**src/sv/aes_pkg.sv**
```systemverilog
// Shared types, constants and GF/S-box functions for the AES-CBC block cipher.
package aes_pkg;

	localparam int RK_WORDS = 60;
	localparam int RK_AW = 6;
	localparam int PADDR_W = 6;

	localparam logic [2:0] REG_KEY0 = 3'd0;
	localparam logic [2:0] REG_KEY1 = 3'd1;
	localparam logic [2:0] REG_KEY2 = 3'd2;
	localparam logic [2:0] REG_KEY3 = 3'd3;
	localparam logic [2:0] REG_IVH = 3'd4;
	localparam logic [2:0] REG_IVL = 3'd5;
	localparam logic [2:0] REG_LONG = 3'd6;
	localparam logic [2:0] REG_DIR = 3'd7;

	typedef enum logic [2:0] {
		ST_IDLE,
		ST_EXPAND,
		ST_LOAD,
		ST_ROUND,
		ST_DONE
	} state_t;

	typedef struct packed {
		logic exp_init;
		logic exp_step;
		logic cv_load;
		logic blk_load;
		logic rnd_init;
		logic rnd_step;
		logic finish;
	} cmd_t;

	typedef struct packed {
		logic exp_done;
		logic rnd_done;
		logic out_busy;
	} sts_t;

	function automatic logic [7:0] xt(input logic [7:0] x);
		return {x[6:0], 1'b0} ^ (x[7] ? 8'h1b : 8'h00);
	endfunction

	function automatic logic [7:0] gmul(input logic [7:0] a, input logic [7:0] b);
		logic [7:0] p;
		logic [7:0] t;
		p = 8'h00;
		t = a;
		for (int i = 0; i < 8; i++) begin
			if (b[i]) p = p ^ t;
			t = xt(t);
		end
		return p;
	endfunction

	function automatic logic [7:0] ginv(input logic [7:0] x);
		logic [7:0] r;
		logic [7:0] p;
		r = 8'h01;
		p = x;
		for (int i = 0; i < 7; i++) begin
			p = gmul(p, p);
			r = gmul(r, p);
		end
		return (x == 8'h00) ? 8'h00 : r;
	endfunction

	function automatic logic [7:0] rl(input logic [7:0] v, input int n);
		return 8'((v << n) | (v >> (8 - n)));
	endfunction

	function automatic logic [7:0] sbox_calc(input logic [7:0] x);
		logic [7:0] b;
		b = ginv(x);
		return b ^ rl(b, 1) ^ rl(b, 2) ^ rl(b, 3) ^ rl(b, 4) ^ 8'h63;
	endfunction

	function automatic logic [7:0] isbox_calc(input logic [7:0] y);
		return ginv(rl(y, 1) ^ rl(y, 3) ^ rl(y, 6) ^ 8'h05);
	endfunction

	typedef logic [7:0] tab_t [256];

	function automatic tab_t mk_fwd();
		tab_t t;
		for (int i = 0; i < 256; i++) t[i] = sbox_calc(8'(i));
		return t;
	endfunction

	function automatic tab_t mk_inv();
		tab_t t;
		for (int i = 0; i < 256; i++) t[i] = isbox_calc(8'(i));
		return t;
	endfunction

	localparam tab_t SBOX = mk_fwd();
	localparam tab_t ISBOX = mk_inv();

	function automatic logic [31:0] sub_word(input logic [31:0] w);
		return {SBOX[w[31:24]], SBOX[w[23:16]], SBOX[w[15:8]], SBOX[w[7:0]]};
	endfunction

endpackage

```
**src/sv/aes_ctrl.sv**
```systemverilog
// Controller state machine: key expansion, block load, round iteration, output.
module aes_ctrl (
	input  logic           clk,
	input  logic           arst_n,
	input  logic           valid,
	output logic           ready,
	input  logic           message_start,
	input  aes_pkg::sts_t  sts,
	output aes_pkg::cmd_t  cmd
);

	aes_pkg::state_t state_q, state_d;
	logic keys_ready_q;

	always_ff @(posedge clk or negedge arst_n) begin
		if (!arst_n) begin
			state_q <= aes_pkg::ST_IDLE;
			keys_ready_q <= 1'b0;
		end else begin
			state_q <= state_d;
			if (cmd.exp_init) keys_ready_q <= 1'b1;
		end
	end

	always_comb begin
		state_d = state_q;
		cmd = '0;
		ready = 1'b0;
		case (state_q)
			aes_pkg::ST_IDLE: begin
				ready = 1'b1;
				if (valid) begin
					cmd.blk_load = 1'b1;
					if (message_start || !keys_ready_q) begin
						cmd.exp_init = 1'b1;
						state_d = aes_pkg::ST_EXPAND;
					end else begin
						state_d = aes_pkg::ST_LOAD;
					end
				end
			end
			aes_pkg::ST_EXPAND: begin
				cmd.exp_step = 1'b1;
				if (sts.exp_done) begin
					cmd.cv_load = 1'b1;
					state_d = aes_pkg::ST_LOAD;
				end
			end
			aes_pkg::ST_LOAD: begin
				cmd.rnd_init = 1'b1;
				state_d = aes_pkg::ST_ROUND;
			end
			aes_pkg::ST_ROUND: begin
				cmd.rnd_step = 1'b1;
				if (sts.rnd_done) state_d = aes_pkg::ST_DONE;
			end
			aes_pkg::ST_DONE: begin
				if (!sts.out_busy) begin
					cmd.finish = 1'b1;
					state_d = aes_pkg::ST_IDLE;
				end
			end
			default: state_d = aes_pkg::ST_IDLE;
		endcase
	end

`ifndef SYNTHESIS
	a_ready_idle: assert property (@(posedge clk) disable iff (!arst_n)
		ready |-> state_q == aes_pkg::ST_IDLE)
		else $error("ready outside idle");
	a_first_expand: assert property (@(posedge clk) disable iff (!arst_n)
		(valid && ready && !keys_ready_q) |=> state_q == aes_pkg::ST_EXPAND)
		else $error("first transaction did not expand key");
	a_finish_free: assert property (@(posedge clk) disable iff (!arst_n)
		cmd.finish |-> !sts.out_busy)
		else $error("finish while output busy");
`endif

endmodule

```
**config.mk**
```make
export PLATFORM = sky130hd
export DESIGN_NAME = aes_ctrl
export DESIGN_NICKNAME = d
export VERILOG_FILES = /design/src/sv/aes_pkg.sv /design/src/sv/aes_ctrl.sv
export SDC_FILE = /design/constraint.sdc
export NUM_CORES = 1
export LEC_CHECK = 0
export ABC_AREA = 0
export BUFFER_PORTS_ARGS = -buffer_cell sky130_fd_sc_hd__buf_2
export CORE_AREA = 2 2 39 41
export DETAILED_ROUTE_END_ITERATION = 8
export DIE_AREA = 0 0 41 43
export SLEW_MARGIN = 10
export SYNTH_ARGS = -nofsm -noshare
export SYNTH_HDL_FRONTEND = slang
export SYNTH_SLANG_ARGS = --single-unit
```
**constraint.sdc**
```tcl
create_clock -name clk -period 2.39 [get_ports clk]
set_input_delay 0.3585 -clock clk [delete_from_list [all_inputs] [get_ports clk]]
set_output_delay 0.3585 -clock clk [all_outputs]
set_load 0.01 [all_outputs]
```
Word-level counts from Yosys, hierarchy flattened
Index checks and enable logic that the tools add are counted. Widths: inputs -> output; s select.

Input bits: 7. Bits in registers: 4. Output and inout bits: 8. Word-level logic and storage cells: 32.

Mux-type cells: 18. Equality and inequality tests: 8. Reductions and logical operators: 4.

Operators by type and width (number): $pmux 3 s5 (1); $mux 3 (4); $mux 1 (11); $ne 2x2->1 const B (4); $eq 3x2->1 const B (2); $mux 2 (2); $reduce_and 4->1 (1); $eq 3x1->1 const B (1); $eq 3x3->1 const B (1); $logic_not 3->1 (1); $logic_not 1->1 (1); $logic_or 1x1->1 (1).

Depth between registers and ports, before layout
Depth after elaboration: 5. Gate-level depth with buffers: 4. Mapped depth without buffers: 3.

Worst setup path before layout
No wires, ideal clock.

Path type: reg-to-output. From: register state_q[0]. To: output cmd[6] (netlist bit). Cell stages (with the launch flop): 4. Slack: 1.026 ns. Arrival: 1.006 ns. Path buffers: 0. Required time: 2.032 ns. Path through: dfrtp_1 > nor3_2 > nand2_1 > nor2_1.

RTL lines: start: declaration (line aes_ctrl.sv:12) `aes_pkg::state_t state_q, state_d;`; start signal: assignment (line aes_ctrl.sv:17) `state_q <= aes_pkg::ST_IDLE;`; start signal: assignment (line aes_ctrl.sv:20) `state_q <= state_d;`; end: declaration (line aes_ctrl.sv:9) `output aes_pkg::cmd_t cmd`.

==> results.toml <==
[floorplan]
die-area_um2 = 1760
ios = 15
start_util = 0.193
fp.dieW_um = 41
rows = 14
core_area_um2 = 1380
dieHeight_um = 43

[global_routing]
grt_pass1_wl_um = 841
grt_pass1_vias = 211
track_usage = 0.0747
antenna_found_initial = 0
grt_max_degree = 10
overflow = 0

[power]
p_sw_mw = 0.171
vdd_drop_max_mv = 0.349
pwr-share-seq = 0.342
p_clk_frac = 0.196
swShare = 0.402
p_per_area_nw_per_um2 = 1140
power.leakage_nw = 0.193
pwr-share-comb = 0.462
p_int_mw = 0.254

[timing]
slew_violations = 0
hold_viol = 0
worstMarginPinSlew_ns = 0.300
finalClockSkew_ns = 0.00342
setup-tns-final_ns = 0
slew-limit-headroom = 0.799
grt_setup_unrepaired = "no"
layout_min_cycle_time_ns = 1.61
setup_viol = 0
min_period_over_period = 0.675
max_freq_ghz = 0.620

[cts]
cts_buffer_depth = 2
root_buffer = "clkbuf_4"
tritoncts.num_buffers = 3
clk_pin_slew_ns = 0.04
htreeDepth = 1
cts.sinks = 4
postCtsResizedCells = 0
cts_tree = "done"
clock_latency_ns = 0.23

[route]
via_per_inst = 4.18
drt_iter0_drc = 0
drtPass1Iterations = 1
antenna_left = 0
num_vias = 259
drc = 0
routed_wl_um = 576
wl_per_cell_um = 9.29

[layout]
layout-drive-gt1-share = 0.413
finish.utilization = 0.269
area_delta_synth_final_pct = 38.8
fin_nets = 55
n_antenna_cell = 0

[worst_setup_path]
r2r_setup_slack_ns = 1.28
path_max_fanout = 7
critPathKind = "reg -> out"
r2r-end = "state_q[0]"
reg2reg_depth = 3
r2r-start = "state_q[0]"
cp.arrival_ns = 1.26
critPathLaunchType = "register"
cp-end-kind = "output port"
worstPathRequired_ns = 2.03

[place]
gp_congestion = 0.734
port_buffers = 14
dp_hpwl_um = 462

[synthesis]
syn_nets = 37
post_synth.cell_area_avg_um2 = 8.93
yosysWarningCount = 0
ys_ff_latch = 4
syn_inst = 30
yosysUniqueCellTypes = 18
syn-cell-area_um2 = 268
ys_seq_area_frac = 0.374

[worst_hold_path]
min_path_type = "in -> reg"
min_from = "sts[1]"
holdPathEnd = "state_q[2]"
min_path_cells = 2

[job]
maxCapViolCount = 0

[run_status]
status = "finished clean"
-- state kept, by name, indices dropped and copies added, names as in the netlist --
name,cells
keys_ready_q,1
state_q,3
-- routing by layer --
layer | vias to the layer above | part of all wire | global-route usage
li1 | 136 | - | -
met1 | 113 | 0.48 | 0.0918
met2 | 10 | 0.42 | 0.0969
met3 | 0 | 0.099 | 0.0628
met4 | 0 | 0 | 0.0200
met5 | - | 0 | 0
-- repair_timing --
action,in CTS,in global routing
hold buffers,1,0
hold endpoints to repair,4,0
setup buffers,0,0
endpoints found under the setup margin,0,0
-- area by class of cell --
class / count / area (µm²)
flip-flops and latches: 4 / 100
multi-input cells: 22 / 141
fillers: 158 / 1010
clock buffers: 3 / 22.5
repair buffers: 15 / 80.1
inverters: 2 / 7.51
well taps: 16 / 20.0
-- worst max-delay path, stage by stage (launching register included) --
cell and delay [ns]:
dfrtp_1 0.44, nor2_1 0.29, nand2_1 0.09, nor2_1 0.08, buf_2 0.13
-- cell usage in the layout (no fill, tap or decap) --
master,instances
a32o_1,1
nand2b_1,2
nor3b_2,1
o21ai_0,2
and2_1,1
dlygate4sd3_1,1
a2bb2oi_1,2
nand2_1,3
nor3_2,1
clkbuf_4,3
and3b_1,1
buf_2,14
inv_1,2
nor2_1,3
nor2b_1,1
a21oi_1,2
nor3b_1,1
dfrtp_1,4
and2b_1,1
-- worst max path at each step --
stage                     from     end  slack [ns]  cells after the start
floorplan           state_q[0]  cmd[6]        1.03                      3
global placement    state_q[0]  cmd[6]        1.01                      4
detailed placement  state_q[0]  cmd[0]        1.02                      4
CTS                 state_q[0]  cmd[6]        0.76                      4
global route        state_q[0]  cmd[6]        0.71                      4
finish              state_q[0]  cmd[0]        0.78                      4
-- power by group through the flow --
stage,logic (mW),registers [mW],clock network (mW)
floorplan,0.172,0.125,0
global placement,0.198,0.143,0
detailed placement,0.198,0.147,0
CTS,0.200,0.146,0.0877
global route,0.221,0.153,0.0899
finish,0.196,0.145,0.0833
-- metrics by stage --
step	cell area (µm²)	hold WS [ns]	power, mW	setup WS, ns	cells
6_report	372	0.370	0.425	0.776	62
5_1_grt	372	0.386	0.464	0.706	62
4_1_cts	372	0.363	0.434	0.763	62
3_5_place_dp	339	0.172	0.345	1.02	58
3_3_place_gp	339	0.169	0.341	1.01	58
2_1_floorplan	268	0.0629	0.297	1.03	30
-- synthesized netlist by cell type --
library cell | count | area (µm²)
nor3b_1 | 1 | 7.51
inv_1 | 2 | 7.51
buf_6 | 1 | 11.3
a2bb2oi_1 | 2 | 17.5
nor3b_2 | 1 | 12.5
nand2_1 | 3 | 11.3
a32o_1 | 1 | 10.0
nor2b_1 | 1 | 6.26
dfrtp_1 | 4 | 100
nor2_1 | 3 | 11.3
a21oi_1 | 2 | 10.0
and3b_1 | 1 | 8.76
nand2b_1 | 2 | 12.5
nor3_2 | 1 | 10.0
o21ai_0 | 2 | 10.0
and2_1 | 1 | 6.26
and2b_1 | 1 | 7.51
buf_4 | 1 | 7.51
-- logic make-up after synthesis --
group	after synthesis	synth area share
compound gates	7	0.178
flops	4	0.374
simple gates	15	0.351
buf+inv	4	0.0981
(Power assumes the default switching activity.)
